==> src/hw/rtl/assert_macros.svh <==
// Assertion macros shared by the rate limiter RTL.
// Included by the modules that carry concurrent checks; no other dependencies.
`ifndef ASSERT_MACROS_SVH
`define ASSERT_MACROS_SVH

// Property checked on every rising edge outside reset.
`define ASSERT_CLK(label, clk, rst_n, prop, msg) \
    label: assert property (@(posedge clk) disable iff (!rst_n) prop) else $error(msg);

// Expression that must never hold outside reset.
`define ASSERT_NEVER(label, clk, rst_n, expr, msg) \
    label: assert property (@(posedge clk) disable iff (!rst_n) !(expr)) else $error(msg);

`endif

==> src/hw/rtl/mwrl_pkg.sv <==
// Shared types and constants for the mecanum wheel rate limiter.
// No dependencies; used by the interfaces, the lanes and the top level.
package mwrl_pkg;

    localparam int WHEELS     = 4;
    localparam int ROT_W      = 16;   // rotate_lever, Q0.16
    localparam int GAIN_W     = 16;   // speed_to_wheel_gain, Q8.8
    localparam int LIM_W      = 17;   // max_wheel_rate
    localparam int STEP_W     = 17;   // slew_step
    localparam int GAIN_SHIFT = 8;
    localparam int CFG_IDX_W  = 4;
    localparam int CFG_DATA_W = 17;
    localparam int CNT_W      = $clog2(LIM_W);

    localparam logic [ROT_W-1:0]  ROT_RST  = 16'd16384;
    localparam logic [GAIN_W-1:0] GAIN_RST = 16'd3000;
    localparam logic [LIM_W-1:0]  LIM_RST  = 17'd65536;
    localparam logic [STEP_W-1:0] STEP_RST = 17'd410;

    typedef enum logic [CFG_IDX_W-1:0] {
        CFG_ROTATE_LEVER = 4'd0,
        CFG_WHEEL_GAIN   = 4'd1,
        CFG_MAX_RATE     = 4'd2,
        CFG_SLEW_STEP    = 4'd3
    } t_cfg_idx;

    // Sequencer controls for one serial lane.
    typedef struct packed {
        logic load;
        logic step;
    } t_lane_ctrl;

endpackage

==> src/hw/rtl/mwrl_if.sv <==
// Valid/ready channel interfaces of the rate limiter: command, wheel result, config write.
// Depends on mwrl_pkg for the config field widths.
interface mwrl_cmd_if #(parameter int RATE_WIDTH = 18);
    logic                         valid;
    logic                         ready;
    logic signed [RATE_WIDTH-1:0] forward_speed;
    logic signed [RATE_WIDTH-1:0] lateral_speed;
    logic signed [RATE_WIDTH-1:0] yaw_rate;
    logic                         stop;
    modport source (output valid, forward_speed, lateral_speed, yaw_rate, stop,
                    input ready);
    modport sink (input valid, forward_speed, lateral_speed, yaw_rate, stop,
                  output ready);
endinterface

interface mwrl_wheel_if #(parameter int RATE_WIDTH = 18);
    logic                         valid;
    logic                         ready;
    logic signed [RATE_WIDTH-1:0] front_left_rate;
    logic signed [RATE_WIDTH-1:0] front_right_rate;
    logic signed [RATE_WIDTH-1:0] rear_left_rate;
    logic signed [RATE_WIDTH-1:0] rear_right_rate;
    logic                         desaturated;
    modport source (output valid, front_left_rate, front_right_rate, rear_left_rate,
                    rear_right_rate, desaturated, input ready);
    modport sink (input valid, front_left_rate, front_right_rate, rear_left_rate,
                  rear_right_rate, desaturated, output ready);
endinterface

interface mwrl_cfg_if;
    logic                            valid;
    logic                            ready;
    logic [mwrl_pkg::CFG_IDX_W-1:0]  index;
    logic [mwrl_pkg::CFG_DATA_W-1:0] data;
    modport source (output valid, index, data, input ready);
    modport sink (input valid, index, data, output ready);
endinterface

==> src/hw/rtl/mwrl_smul.sv <==
// Serial signed-by-unsigned multiplier lane, two multiplier bits per cycle, MSB first.
// Depends on mwrl_pkg for the lane control struct.
module mwrl_smul #(
    parameter int A_W = 20,
    parameter int B_W = 16,
    parameter int P_W = 37
) (
    input  logic                   i_clk,
    input  mwrl_pkg::t_lane_ctrl   i_ctrl,
    input  logic signed [A_W-1:0]  i_a,
    input  logic [B_W-1:0]         i_b,
    output logic signed [P_W-1:0]  o_p
);

    logic signed [A_W-1:0] r_a;
    logic [B_W-1:0]        r_b;
    logic signed [P_W-1:0] r_acc;
    logic signed [P_W-1:0] n_acc;
    logic signed [P_W-1:0] a_ext;
    logic signed [P_W-1:0] pp;
    logic [1:0]            digit;

    always_comb begin
        digit = r_b[B_W-1:B_W-2];
        a_ext = P_W'(r_a);
        pp    = (digit[1] ? (a_ext <<< 1) : '0) + (digit[0] ? a_ext : '0);
        n_acc = (r_acc <<< 2) + pp;
    end

    always_ff @(posedge i_clk) begin
        if (i_ctrl.load) begin
            r_a   <= i_a;
            r_b   <= i_b;
            r_acc <= '0;
        end else if (i_ctrl.step) begin
            r_acc <= n_acc;
            r_b   <= r_b << 2;
        end
    end

    assign o_p = r_acc;

endmodule

==> src/hw/rtl/mwrl_scale.sv <==
// Serial scale lane: q = trunc(mag * lim / div), one lim bit per cycle, MSB first.
// Needs mag <= div and div > 0. Depends on mwrl_pkg and assert_macros.svh.
`include "assert_macros.svh"

module mwrl_scale #(
    parameter int M_W = 28,
    parameter int L_W = 17
) (
    input  logic                 i_clk,
    input  logic                 i_rst_n,
    input  mwrl_pkg::t_lane_ctrl i_ctrl,
    input  logic [M_W-1:0]       i_mag,
    input  logic [L_W-1:0]       i_lim,
    input  logic [M_W-1:0]       i_div,
    output logic [L_W-1:0]       o_q
);

    logic [M_W-1:0] r_mag;
    logic [M_W-1:0] r_div;
    logic [L_W-1:0] r_l;
    logic [M_W-1:0] r_rem;
    logic [L_W-1:0] r_q;
    logic [M_W+1:0] t;
    logic [M_W+1:0] div1;
    logic [M_W+1:0] div2;
    logic [M_W+1:0] n_rem;
    logic [1:0]     k;
    logic [L_W-1:0] n_q;

    // Invariant: mag * lim_so_far = q * div + rem, rem < div, so t < 3 * div.
    always_comb begin
        div1 = (M_W+2)'(r_div);
        div2 = (M_W+2)'({r_div, 1'b0});
        t    = (M_W+2)'({r_rem, 1'b0}) + (r_l[L_W-1] ? (M_W+2)'(r_mag) : '0);
        priority if (t >= div2) begin
            n_rem = t - div2;
            k     = 2'd2;
        end else if (t >= div1) begin
            n_rem = t - div1;
            k     = 2'd1;
        end else begin
            n_rem = t;
            k     = 2'd0;
        end
        n_q = L_W'({r_q, 1'b0} + (L_W+1)'(k));
    end

    always_ff @(posedge i_clk) begin
        if (i_ctrl.load) begin
            r_mag <= i_mag;
            r_div <= i_div;
            r_l   <= i_lim;
            r_rem <= '0;
            r_q   <= '0;
        end else if (i_ctrl.step) begin
            r_rem <= M_W'(n_rem);
            r_q   <= n_q;
            r_l   <= r_l << 1;
        end
    end

    assign o_q = r_q;

    `ASSERT_CLK(a_rem_below_div, i_clk, i_rst_n, i_ctrl.step |=> (r_rem < r_div), "scale remainder not below divisor")

endmodule

==> src/hw/rtl/mecanum_wheel_rate_limiter_top.sv <==
// Mecanum wheel rate limiter: X-pattern inverse kinematics, desaturation and slew.
// Channels: i_cmd (body command words in), o_wheel (wheel rate words out), i_cfg
// (register writes, always ready; write only while the block is idle).
// One result word per command word. After i_cmd is taken, ready stays low while
// the word works through the serial lanes: the lever product (two bits per
// cycle), a step to form the wheel sums, the gain products, a step to find the
// largest wheel, the scale lanes only when the limit is exceeded (one limit bit
// per cycle), and a step to slew and load the output register. A stop word goes
// straight to that last step. i_cmd.ready returns the cycle after the result
// is loaded, so the next word may enter while the result still waits in the
// output register.
// If o_wheel stalls with a result already waiting, the finished word holds in
// the slew step until the output register frees; held targets update then.
// Reset (i_rst_n low, synchronous) restores register defaults, clears the held
// targets and drops o_wheel.valid. Interfaces must use RATE_WIDTH as well.
// Depends on mwrl_pkg, mwrl_if, mwrl_smul, mwrl_scale and assert_macros.svh.
`include "assert_macros.svh"

module mecanum_wheel_rate_limiter_top #(
    parameter int RATE_WIDTH = 18
) (
    input  logic          i_clk,
    input  logic          i_rst_n,
    mwrl_cmd_if.sink      i_cmd,
    mwrl_wheel_if.source  o_wheel,
    mwrl_cfg_if.sink      i_cfg
);

    localparam int W     = RATE_WIDTH;
    localparam int LP_W  = W + mwrl_pkg::ROT_W + 1;
    localparam int S_W   = W + 2;
    localparam int WP_W  = S_W + mwrl_pkg::GAIN_W + 1;
    localparam int WW    = WP_W - mwrl_pkg::GAIN_SHIFT;
    localparam int AW    = WW - 1;
    localparam int DW    = ((W + 1 > mwrl_pkg::STEP_W + 1) ? W + 1 : mwrl_pkg::STEP_W + 1) + 1;
    localparam int NW    = mwrl_pkg::WHEELS;
    localparam int LEVER_STEPS = mwrl_pkg::ROT_W / 2;
    localparam int GAIN_STEPS  = mwrl_pkg::GAIN_W / 2;

    typedef enum logic [2:0] {
        S_IDLE, S_LEVER, S_LOAD, S_WHEEL, S_MAX, S_SCALE, S_SLEW
    } t_state;

    t_state r_state;
    logic [mwrl_pkg::CNT_W-1:0]  r_cnt;
    logic [mwrl_pkg::ROT_W-1:0]  r_rotate_lever;
    logic [mwrl_pkg::GAIN_W-1:0] r_gain;
    logic [mwrl_pkg::LIM_W-1:0]  r_max_rate;
    logic [mwrl_pkg::STEP_W-1:0] r_slew_step;
    logic signed [W-1:0] r_fwd;
    logic signed [W-1:0] r_lat;
    logic                r_stop;
    logic                r_desat;
    logic signed [W-1:0] r_held [NW];
    logic signed [W-1:0] r_out_rate [NW];
    logic                r_out_desat;
    logic                r_out_valid;

    logic cmd_acc;
    logic cfg_acc;
    logic out_free;
    logic out_load;
    logic out_zero;
    mwrl_pkg::t_lane_ctrl lever_ctrl, wheel_ctrl, scale_ctrl;

    logic signed [LP_W-1:0] lever_p;
    logic signed [W:0]      lever;
    logic signed [S_W-1:0]  fx, rx, lx;
    logic signed [S_W-1:0]  s_in [NW];
    logic signed [WP_W-1:0] w_acc [NW];
    logic signed [WW-1:0]   w [NW];
    logic [AW-1:0]          mag [NW];
    logic [AW-1:0]          m01, m23, mx;
    logic                   desat_now;
    logic [mwrl_pkg::LIM_W-1:0] q [NW];
    logic signed [WW-1:0]   tgt_wide [NW];
    logic signed [W-1:0]    tgt [NW];
    logic signed [DW-1:0]   d [NW];
    logic signed [DW-1:0]   stepx;
    logic signed [W-1:0]    n_held [NW];

    assign cmd_acc     = i_cmd.valid && i_cmd.ready;
    assign cfg_acc     = i_cfg.valid && i_cfg.ready;
    assign out_free    = !r_out_valid || o_wheel.ready;
    assign out_load    = (r_state == S_SLEW) && out_free;
    assign i_cmd.ready = (r_state == S_IDLE);
    assign i_cfg.ready = 1'b1;

    assign lever_ctrl.load = cmd_acc;
    assign lever_ctrl.step = (r_state == S_LEVER);
    assign wheel_ctrl.load = (r_state == S_LOAD);
    assign wheel_ctrl.step = (r_state == S_WHEEL);
    assign scale_ctrl.load = (r_state == S_MAX);
    assign scale_ctrl.step = (r_state == S_SCALE);

    // Configuration registers.
    always_ff @(posedge i_clk) begin
        if (!i_rst_n) begin
            r_rotate_lever <= mwrl_pkg::ROT_RST;
            r_gain         <= mwrl_pkg::GAIN_RST;
            r_max_rate     <= mwrl_pkg::LIM_RST;
            r_slew_step    <= mwrl_pkg::STEP_RST;
        end else if (cfg_acc) begin
            unique case (i_cfg.index)
                mwrl_pkg::CFG_ROTATE_LEVER: r_rotate_lever <= i_cfg.data[mwrl_pkg::ROT_W-1:0];
                mwrl_pkg::CFG_WHEEL_GAIN:   r_gain <= i_cfg.data[mwrl_pkg::GAIN_W-1:0];
                mwrl_pkg::CFG_MAX_RATE:     r_max_rate <= i_cfg.data[mwrl_pkg::LIM_W-1:0];
                mwrl_pkg::CFG_SLEW_STEP:    r_slew_step <= i_cfg.data[mwrl_pkg::STEP_W-1:0];
                default: ;
            endcase
        end
    end

    mwrl_smul #(.A_W(W), .B_W(mwrl_pkg::ROT_W), .P_W(LP_W)) u_lever (
        .i_clk  (i_clk),
        .i_ctrl (lever_ctrl),
        .i_a    (i_cmd.yaw_rate),
        .i_b    (r_rotate_lever),
        .o_p    (lever_p)
    );

    // Wheel sums; left wheels negated.
    always_comb begin
        lever   = lever_p[LP_W-1:mwrl_pkg::ROT_W];
        fx      = S_W'(r_fwd);
        rx      = S_W'(r_lat);
        lx      = S_W'(lever);
        s_in[0] = -(fx + rx + lx);
        s_in[1] = fx - rx - lx;
        s_in[2] = rx - fx - lx;
        s_in[3] = fx + rx - lx;
    end

    for (genvar g = 0; g < NW; g++) begin : g_lane
        mwrl_smul #(.A_W(S_W), .B_W(mwrl_pkg::GAIN_W), .P_W(WP_W)) u_wheel (
            .i_clk  (i_clk),
            .i_ctrl (wheel_ctrl),
            .i_a    (s_in[g]),
            .i_b    (r_gain),
            .o_p    (w_acc[g])
        );

        mwrl_scale #(.M_W(AW), .L_W(mwrl_pkg::LIM_W)) u_scale (
            .i_clk   (i_clk),
            .i_rst_n (i_rst_n),
            .i_ctrl  (scale_ctrl),
            .i_mag   (mag[g]),
            .i_lim   (r_max_rate),
            .i_div   (mx),
            .o_q     (q[g])
        );
    end

    // Magnitudes, largest wheel, saturation and slew per wheel.
    always_comb begin
        for (int i = 0; i < NW; i++) begin
            w[i]   = w_acc[i][WP_W-1:mwrl_pkg::GAIN_SHIFT];
            mag[i] = w[i][WW-1] ? AW'(-w[i]) : AW'(w[i]);
        end
        m01       = (mag[0] > mag[1]) ? mag[0] : mag[1];
        m23       = (mag[2] > mag[3]) ? mag[2] : mag[3];
        mx        = (m01 > m23) ? m01 : m23;
        desat_now = mx > AW'(r_max_rate);
        stepx     = $signed(DW'(r_slew_step));
        for (int i = 0; i < NW; i++) begin
            if (r_desat) begin
                tgt_wide[i] = w[i][WW-1] ? -$signed(WW'(q[i])) : $signed(WW'(q[i]));
            end else begin
                tgt_wide[i] = w[i];
            end
            if ((&tgt_wide[i][WW-1:W-1]) || !(|tgt_wide[i][WW-1:W-1])) begin
                tgt[i] = tgt_wide[i][W-1:0];
            end else if (tgt_wide[i][WW-1]) begin
                tgt[i] = {1'b1, {(W-1){1'b0}}};
            end else begin
                tgt[i] = {1'b0, {(W-1){1'b1}}};
            end
            d[i] = DW'(tgt[i]) - DW'(r_held[i]);
            priority if (d[i] > stepx) begin
                n_held[i] = W'(DW'(r_held[i]) + stepx);
            end else if (d[i] < -stepx) begin
                n_held[i] = W'(DW'(r_held[i]) - stepx);
            end else begin
                n_held[i] = tgt[i];
            end
        end
    end

    // Sequencer, held targets and output register.
    always_ff @(posedge i_clk) begin
        if (!i_rst_n) begin
            r_state     <= S_IDLE;
            r_cnt       <= '0;
            r_out_valid <= 1'b0;
            for (int i = 0; i < NW; i++) begin
                r_held[i] <= '0;
            end
        end else begin
            // Drop valid once taken, unless a new word loads in the same cycle.
            if (o_wheel.ready && !out_load) begin
                r_out_valid <= 1'b0;
            end
            unique case (r_state)
                S_IDLE: begin
                    if (cmd_acc) begin
                        r_fwd   <= i_cmd.forward_speed;
                        r_lat   <= i_cmd.lateral_speed;
                        r_stop  <= i_cmd.stop;
                        r_cnt   <= '0;
                        r_state <= i_cmd.stop ? S_SLEW : S_LEVER;
                    end
                end
                S_LEVER: begin
                    if (r_cnt == mwrl_pkg::CNT_W'(LEVER_STEPS - 1)) begin
                        r_cnt   <= '0;
                        r_state <= S_LOAD;
                    end else begin
                        r_cnt <= r_cnt + 1'b1;
                    end
                end
                S_LOAD: begin
                    r_state <= S_WHEEL;
                end
                S_WHEEL: begin
                    if (r_cnt == mwrl_pkg::CNT_W'(GAIN_STEPS - 1)) begin
                        r_cnt   <= '0;
                        r_state <= S_MAX;
                    end else begin
                        r_cnt <= r_cnt + 1'b1;
                    end
                end
                S_MAX: begin
                    r_desat <= desat_now;
                    r_cnt   <= '0;
                    r_state <= desat_now ? S_SCALE : S_SLEW;
                end
                S_SCALE: begin
                    if (r_cnt == mwrl_pkg::CNT_W'(mwrl_pkg::LIM_W - 1)) begin
                        r_cnt   <= '0;
                        r_state <= S_SLEW;
                    end else begin
                        r_cnt <= r_cnt + 1'b1;
                    end
                end
                S_SLEW: begin
                    // Hold the finished word until the output register frees.
                    if (out_free) begin
                        for (int i = 0; i < NW; i++) begin
                            r_held[i]     <= r_stop ? '0 : n_held[i];
                            r_out_rate[i] <= r_stop ? '0 : n_held[i];
                        end
                        r_out_desat <= r_stop ? 1'b0 : r_desat;
                        r_out_valid <= 1'b1;
                        r_state     <= S_IDLE;
                    end
                end
            endcase
        end
    end

    assign o_wheel.valid            = r_out_valid;
    assign o_wheel.front_left_rate  = r_out_rate[0];
    assign o_wheel.front_right_rate = r_out_rate[1];
    assign o_wheel.rear_left_rate   = r_out_rate[2];
    assign o_wheel.rear_right_rate  = r_out_rate[3];
    assign o_wheel.desaturated      = r_out_desat;

    assign out_zero = (r_out_rate[0] == '0) && (r_out_rate[1] == '0) &&
                      (r_out_rate[2] == '0) && (r_out_rate[3] == '0) && !r_out_desat;

    `ASSERT_CLK(a_stop_zero, i_clk, i_rst_n, (out_load && r_stop) |=> out_zero, "stop not zero")
    `ASSERT_CLK(a_load_slew, i_clk, i_rst_n, $rose(r_out_valid) |-> $past(out_load), "stray load")
    `ASSERT_NEVER(a_scale_desat, i_clk, i_rst_n, (r_state == S_SCALE) && !r_desat, "stray scale")

endmodule
==> src/flat_wrapper.sv <==
// flat-port wrapper written by rule: the top's interface ports become plain ports
module mecanum_wheel_rate_limiter_top_flat 
#(
    parameter int RATE_WIDTH = 18
)
  (i_clk, i_rst_n, i_cmd_valid, i_cmd_forward_speed, i_cmd_lateral_speed, i_cmd_yaw_rate, i_cmd_stop, i_cmd_ready, o_wheel_valid, o_wheel_front_left_rate, o_wheel_front_right_rate, o_wheel_rear_left_rate, o_wheel_rear_right_rate, o_wheel_desaturated, o_wheel_ready, i_cfg_valid, i_cfg_index, i_cfg_data, i_cfg_ready);
  mwrl_cmd_if #(.RATE_WIDTH(RATE_WIDTH)) i_cmd_i ();
  mwrl_wheel_if #(.RATE_WIDTH(RATE_WIDTH)) o_wheel_i ();
  mwrl_cfg_if i_cfg_i ();
  input  logic i_clk;
  input  logic i_rst_n;
  input wire logic [$bits(i_cmd_i.valid)-1:0] i_cmd_valid;
  input wire logic [$bits(i_cmd_i.forward_speed)-1:0] i_cmd_forward_speed;
  input wire logic [$bits(i_cmd_i.lateral_speed)-1:0] i_cmd_lateral_speed;
  input wire logic [$bits(i_cmd_i.yaw_rate)-1:0] i_cmd_yaw_rate;
  input wire logic [$bits(i_cmd_i.stop)-1:0] i_cmd_stop;
  output wire logic [$bits(i_cmd_i.ready)-1:0] i_cmd_ready;
  output wire logic [$bits(o_wheel_i.valid)-1:0] o_wheel_valid;
  output wire logic [$bits(o_wheel_i.front_left_rate)-1:0] o_wheel_front_left_rate;
  output wire logic [$bits(o_wheel_i.front_right_rate)-1:0] o_wheel_front_right_rate;
  output wire logic [$bits(o_wheel_i.rear_left_rate)-1:0] o_wheel_rear_left_rate;
  output wire logic [$bits(o_wheel_i.rear_right_rate)-1:0] o_wheel_rear_right_rate;
  output wire logic [$bits(o_wheel_i.desaturated)-1:0] o_wheel_desaturated;
  input wire logic [$bits(o_wheel_i.ready)-1:0] o_wheel_ready;
  input wire logic [$bits(i_cfg_i.valid)-1:0] i_cfg_valid;
  input wire logic [$bits(i_cfg_i.index)-1:0] i_cfg_index;
  input wire logic [$bits(i_cfg_i.data)-1:0] i_cfg_data;
  output wire logic [$bits(i_cfg_i.ready)-1:0] i_cfg_ready;
  assign i_cmd_i.valid = i_cmd_valid;
  assign i_cmd_i.forward_speed = i_cmd_forward_speed;
  assign i_cmd_i.lateral_speed = i_cmd_lateral_speed;
  assign i_cmd_i.yaw_rate = i_cmd_yaw_rate;
  assign i_cmd_i.stop = i_cmd_stop;
  assign i_cmd_ready = i_cmd_i.ready;
  assign o_wheel_valid = o_wheel_i.valid;
  assign o_wheel_front_left_rate = o_wheel_i.front_left_rate;
  assign o_wheel_front_right_rate = o_wheel_i.front_right_rate;
  assign o_wheel_rear_left_rate = o_wheel_i.rear_left_rate;
  assign o_wheel_rear_right_rate = o_wheel_i.rear_right_rate;
  assign o_wheel_desaturated = o_wheel_i.desaturated;
  assign o_wheel_i.ready = o_wheel_ready;
  assign i_cfg_i.valid = i_cfg_valid;
  assign i_cfg_i.index = i_cfg_index;
  assign i_cfg_i.data = i_cfg_data;
  assign i_cfg_ready = i_cfg_i.ready;
  mecanum_wheel_rate_limiter_top #(.RATE_WIDTH(RATE_WIDTH)) u_core (.i_clk(i_clk), .i_rst_n(i_rst_n), .i_cmd(i_cmd_i), .o_wheel(o_wheel_i), .i_cfg(i_cfg_i));
endmodule
==> config.mk <==
export PLATFORM = sky130hd
export DESIGN_NAME = mecanum_wheel_rate_limiter_top_flat
export DESIGN_NICKNAME = d
export VERILOG_FILES = /design/src/hw/rtl/mwrl_pkg.sv /design/src/hw/rtl/mwrl_if.sv /design/src/hw/rtl/mwrl_smul.sv /design/src/hw/rtl/mwrl_scale.sv /design/src/hw/rtl/mecanum_wheel_rate_limiter_top.sv /design/src/flat_wrapper.sv
export VERILOG_INCLUDE_DIRS = /design/src /design/src/hw/rtl
export SDC_FILE = /design/constraint.sdc
export NUM_CORES = 2
export LEC_CHECK = 0
export ABC_AREA = 1
export BUFFER_PORTS_ARGS = -buffer_cell sky130_fd_sc_hd__buf_2
export CAP_MARGIN = 20
export CORE_UTILIZATION = 38
export DETAILED_ROUTE_END_ITERATION = 10
export GPL_TIMING_DRIVEN = 1
export PLACE_DENSITY = 0.61
export SETUP_SLACK_MARGIN = 0.2
export SYNTH_ARGS = -nofsm -noshare
export SYNTH_HDL_FRONTEND = slang
export SYNTH_SLANG_ARGS = --single-unit
==> constraint.sdc <==
create_clock -name i_clk -period 8.4 [get_ports i_clk]
set_input_delay 1.26 -clock i_clk [delete_from_list [all_inputs] [get_ports i_clk]]
set_output_delay 1.26 -clock i_clk [all_outputs]
set_load 0.1 [all_outputs]
Word level (Yosys, flattened, before mapping):

Memories as Yosys holds them, arrays and structs flattened.
Index checks and enable logic that the tools add are counted.

* bits in writable memories: 144
* bits in registers: 863
* memories: 2

* bitwise gates (word level): 4
* reductions and logical operators: 38
* muxes and demuxes: 107
* magnitude comparators: 20
* add/subtract/negate cells: 56
* eq/ne operators: 16

Memories
* u_core.r_held: depth 4, width 18, read ports 4, clocked after memory_dff 0, wr ports 4, RTL line mecanum_wheel_rate_limiter_top.sv:54 `logic signed [W-1:0] r_held [NW];`
* u_core.r_out_rate: depth 4, width 18, read ports 4, clocked after memory_dff 0, wr ports 4, RTL line mecanum_wheel_rate_limiter_top.sv:55 `logic signed [W-1:0] r_out_rate [NW];`

Operator list (number)
* $mux W28: 19
* $mux W18: 24
* $add A37 B37 Y37: 8
* $mux W37: 8
* $mux W29: 8
* $sub A28 B28 Y28: 8
* $mux W16: 10
* $mux W17: 8
* $add A29 B28 Y30: 4
* $ge A30 B28 Y1: 4
* $ge A30 B29 Y1: 4
* $neg A17 Y29: 4
* $sub A18 B18 Y19: 6
* $neg A28 Y28: 4
* $gt A28 B28 Y1: 3
* $gt A20 B18 Y1: 4
* $lt A20 B20 Y1: 4
* $add A18 B18 Y18: 4
* $sub A18 B18 Y18: 4
* $add A35 B35 Y35: 2
* $mux W35: 2
* $add A17 B2 Y17: 4
* $sub A19 B19 Y20: 3
* $reduce_and A12 Y1: 4
* other kinds (34): 88

Depth between registers and ports, before layout:

* depth after elaboration: 13
* depth in mapped cells: 58
* mapped depth without buffers: 54

Hierarchy:

Synthesis repeated with hierarchy kept, for this count alone.

* cell total of the unflattened synthesis: 16085
* area total of the unflattened synthesis: 111398.1 um^2

By module, submodules not included
* mecanum_wheel_rate_limiter_top: seq. area each 6996.7 um^2, cells an instance 5734, area an instance 39535.4 um^2, times used 1
* mwrl_scale (u_core.g_lane[0].u_scale ...): seq. area each 3093.0 um^2, cells an instance 1522, area an instance 10486.3 um^2, times used 3
* mwrl_smul (u_core.g_lane[0].u_wheel ...): seq. area each 1821.7 um^2, cells an instance 850, area an instance 6055.8 um^2, times used 4
* mwrl_scale (u_core.g_lane[3].u_scale): seq. area each 3093.0 um^2, cells an instance 1506, area an instance 10291.1 um^2, times used 1
* mwrl_smul (u_core.u_lever): seq. area each 1721.7 um^2, cells an instance 879, area an instance 5889.4 um^2, times used 1

Worst setup path after synthesis:

Ideal clock, no wire load.

* kind: reg2reg
* from: register u_core.g_lane[0].u_wheel.r_acc[36]
* to: register u_core.r_state[1]
* arrival: 6.925 ns
* path slack: 1.419 ns
* cell stages (with the launch flop): 52
* clock period less this slack: 6.981 ns
* path buffers: 8
* required time: 8.344 ns
* path through: dfxtp_1 buf_2 clkbuf_1 clkbuf_1 buf_1 nand2_1 o21ai_0 xor2_1 ha_1 nand4_1 nor2_1 nand2_1 o2111ai_1 nand4_1 nand3_2 nand2_4 buf_6 inv_4 (+16 left out) nand2_1 o21ai_0 ha_1 nand2_1 inv_1 nand3_1 nor2_1 nand2_1 o2111a_1 o221ai_1 a21oi_1 a21oi_1 nand3b_1 nor2_2 nand4_1 nand4_1 nand2_1 inv_1

* cells in the longest elaborated chain, start to end: 8

Ends and longest elaborated chain
* start: declaration: RTL line mwrl_smul.sv:17 `logic signed [P_W-1:0] r_acc;`
* start signal: assignment: RTL line mwrl_smul.sv:36 `r_acc <= n_acc;`
* $mux W28 *: RTL line mecanum_wheel_rate_limiter_top.sv:158 `mag[i] = w[i][WW-1] ? AW'(-w[i]) : AW'(w[i]);`
* net u_core.g_lane[0].u_scale.i_mag[6]: RTL line mwrl_scale.sv:12 `input logic [M_W-1:0] i_mag,`
* $gt A28 B28 Y1: RTL line mecanum_wheel_rate_limiter_top.sv:160 `m01 = (mag[0] > mag[1]) ? mag[0] : mag[1];`
* $mux W28 *: RTL line mecanum_wheel_rate_limiter_top.sv:160
* $gt A28 B28 Y1: RTL line mecanum_wheel_rate_limiter_top.sv:162 `mx = (m01 > m23) ? m01 : m23;`
* $mux W28 *: RTL line mecanum_wheel_rate_limiter_top.sv:162
* net u_core.g_lane[0].u_scale.i_div[11]: RTL line mwrl_scale.sv:14 `input logic [M_W-1:0] i_div,`
* $gt A28 B17 Y1 *: RTL line mecanum_wheel_rate_limiter_top.sv:163 `desat_now = mx > AW'(r_max_rate);`
* $mux W2 *: RTL line mecanum_wheel_rate_limiter_top.sv:235 `r_state <= desat_now ? S_SCALE : S_SLEW;`
* $pmux W3 S7 *: RTL line mecanum_wheel_rate_limiter_top.sv:203 `unique case (r_state)`
* end signal: assignment: RTL line mecanum_wheel_rate_limiter_top.sv:210 `r_state <= i_cmd.stop ? S_SLEW : S_LEVER;`
* end signal: assignment: RTL line mecanum_wheel_rate_limiter_top.sv:235
* end: declaration: RTL line mecanum_wheel_rate_limiter_top.sv:44 `t_state r_state;`

The timed path passes the listed nets; every way through them passes the cells marked *.
A chain may end at the register's enable or synchronous reset.

==> results.json <==
{
  "io_pins": 157,
  "period_share": 0.935,
  "die_h_um": 494,
  "synth-compound-area-share": 0.190,
  "clkTransAtPathRegs_ns": 0.06,
  "antenna_found_initial": 18,
  "crit_top_cell": "inv_1",
  "num_rows": 180,
  "drt_first_pass_iters": 6,
  "root_buffer": "clkbuf_16",
  "htreeDepth": 3,
  "critPathLaunchType": "flip-flop",
  "ant_nets": 0,
  "seq_area_frac_synth": 0.248,
  "relSlewSlack": 0.144,
  "use_met1": 0.379,
  "period_minus_slack_ns": 7.85,
  "hp-start": "u_core.r_rotate_lever[13]",
  "path_delay_family": "simple AND/OR/NAND/NOR gates",
  "synth_cell_type_count": 83,
  "drive_gt1_frac": 0.0740,
  "drv_cap": 0,
  "cp_slowest_cell": "fa_1",
  "fmax_mhz": 127,
  "crit_cells": 39,
  "status": "completed",
  "hold_viol_final": 0,
  "core_area_um2": 241000,
  "synth_top_area_frac": 0.153,
  "crit_path_end_kind": "flip-flop",
  "area_delta_synth_final_pct": 10.3,
  "hold_buffers": 0,
  "die_area_um2": 244000,
  "syn_nets": 13900,
  "top_usage_layer": "met2",
  "crit_path_max_fanout": 17,
  "fin_nets": 14100,
  "detail_route.vias_per_cell": 5.37,
  "async_flop_share": 0,
  "ys_ff_latch": 906,
  "met2_usage": 0.394,
  "fillers": 25000,
  "drt_iter0_markers": 7864,
  "grt_use_total": 0.261,
  "cp.arrival_ns": 8.35,
  "drc": 0,
  "yosys.area.top_type": "edfxtp_1",
  "die_x_um": 494,
  "numClockSinks": 906,
  "r2r-end": "u_core.r_out_rate[0][16]",
  "synthFlopType": "edfxtp_1",
  "synthesis.area_um2": 92000,
  "synth-simple-area-share": 0.197,
  "cts-buffers-inserted": 111,
  "slew_viol_final": 0,
  "cpPeakStageDelay_ns": 0.43,
  "mostFrequentLayoutCells": "2413 x nand2_1, 1756 x inv_1, 1320 x a21oi_1, 1080 x ha_1, 962 x o21ai_0",
  "synth_top_cells_by_area": "edfxtp_1 15%, ha_1 15%, nand2_1 9.9%, dfxtp_1 9.5%, a21oi_1 7.2%",
  "hold_path_class": "flip-flop to flip-flop",
  "synth.avg_cell_area_um2": 7.36,
  "grtUsageMet3": 0.0344,
  "synth_mux_area_frac": 0,
  "dp_hpwl_um": 258000,
  "final_common_cell": "nand2_1",
  "fin_setup_tns_ns": 0,
  "synth_top_family_by_area": "adder cells",
  "rsz0062_at_grt": "true",
  "initial_core_util": 0.382,
  "grt_max_degree": 162,
  "r2r_setup_slack_ns": 0.55,
  "portBuffers": 155,
  "min_to": "u_core.r_rotate_lever[13]",
  "fin_skew_ns": 0.0727,
  "yosys.area_share.adder": 0.199,
  "critPathKind": "flip-flop to flip-flop",
  "synth_xor_area_frac": 0.0752,
  "grt_pass1_vias": 79200,
  "reg2reg_depth": 39,
  "holdPathStages": 2,
  "worst-path-buf-inv": 7,
  "place.gp.congestion": 1.01,
  "clk_latency_ns": 0.83,
  "synth_enable_flop_cells": 469,
  "grt_first_pass_wirelength_um": 489000,
  "crit_required_ns": 8.90,
  "netlist_instances": 12500,
  "wl_per_cell_um": 20.4,
  "grt_overflow_total": 0,
  "setup_viol": 0,
  "ys_warn_count": 0,
  "drt_wl_total_um": 327000,
  "via_count": 85700,
  "worstMarginPinSlew_ns": 1.28,
  "r2r_start": "u_core.g_lane[0].u_scale.o_q[1]",
  "clockBufferDepth": 3,
  "cts_tree": "built"
}
==> state kept, by name, indices dropped and copies added (netlist names), 18 cells and up <==
name and cells:
u_core.g_lane.u_wheel.o_p 147, u_core.r_fwd 18, u_core.g_lane.u_scale.o_q 68, u_core.r_out_rate 72, u_core.u_lever.r_a 18, u_core.g_lane.u_wheel.r_a 79
u_core.g_lane.u_scale.r_rem 112, u_core.r_lat 18, u_core.g_lane.u_scale.r_div 28, u_core.r_held 72, u_core.u_lever.o_p 35, u_core.g_lane.u_scale.r_mag 112
==> synth_stat cells, types with 124 or more instances <==
master	count
nand2_1	2418
ha_1	1080
xor2_1	585
nand3_1	541
dfxtp_1	437
nand4_1	124
inv_1	1762
fa_1	238
clkbuf_1	240
nor2_1	760
a21oi_1	1322
edfxtp_1	469
nor3_1	144
xnor2_1	205
o21ai_0	967
==> logic make-up (layout without fill, tap and decap cells) <==
logic type | after synthesis | after routing
AO/OA/AOI/OAI | 3077 | 3077
XOR/XNOR | 790 | 790
adder cells (fa/ha/maj) | 1318 | 1318
buffers and inverters | 2166 | 2443
flip-flops | 906 | 906
other | 1 | 7
AND/OR/NAND/NOR | 4248 | 4249
==> stage by stage <==
stage               hold WS [ns]  std cells  area (µm²)  setup slack [ns]  utilization
global route               0.474      16000      101000             0.108        0.422
global placement           0.435      15700       97100             0.159        0.404
detailed placement         0.443      15700       97100             0.151        0.404
finish                     0.447      16000      101000             0.548        0.422
CTS                        0.452      15900      101000             0.225        0.420
floorplan                  0.425      12500       92000              1.42            -
==> area by class of cell <==
type / instances / area, µm² / area share
Clock inverter: 74 / 942 / 0.00929
Timing Repair inverter: 1 / 7.51 / 0.0000740
Inverter: 1822 / 6870 / 0.0677
Tap cell: 3185 / 3990 / 0.0393
Sequential cell: 906 / 22800 / 0.225
Antenna cell: 6 / 15.0 / 0.000148
Timing Repair Buffer: 409 / 2860 / 0.0282
Clock buffer: 137 / 3030 / 0.0299
Multi-Input combinational cell: 9435 / 60900 / 0.600
==> worst max-delay path by stage <==
stage | to | slack (ns) | start
after floorplan | u_core.r_state[1] | 1.42 | u_core.g_lane[0].u_wheel.o_p[36]
after global placement | u_core.r_state[0] | 0.16 | u_core.g_lane[2].u_wheel.o_p[9]
after detailed placement | u_core.r_state[0] | 0.15 | u_core.g_lane[2].u_wheel.o_p[9]
after CTS | u_core.r_state[0] | 0.22 | u_core.g_lane[2].u_wheel.o_p[9]
after global routing | u_core.r_state[0] | 0.11 | u_core.g_lane[2].u_wheel.o_p[9]
final | u_core.r_out_rate[0][16] | 0.55 | u_core.g_lane[0].u_scale.o_q[1]
==> metal layers <==
layer,vias to the layer above,wire [µm]
met2,2854,138000
met4,14,11800
li1,42400,-
met3,432,23700
met5,-,93
met1,40000,153000
==> tightest hold or removal path, delay by kind of cell, from the launching register on <==
kind                   cells  cell delay [ns]
DFF                        1             0.29
buffers and inverters      1             0.05
AOI/OAI and AO/OA          1             0.05
==> repair_timing <==
item	4_1_cts	5_1_grt
endpoints found under the setup margin	1	130
pin swaps	0	6
buffers inserted	0	17
cloned	0	2
gates resized for setup	1	32
hold endpoints to repair	0	0
Power is not shown: default switching activity piles up to over one toggle a cycle in this logic, so the estimate is an artifact.
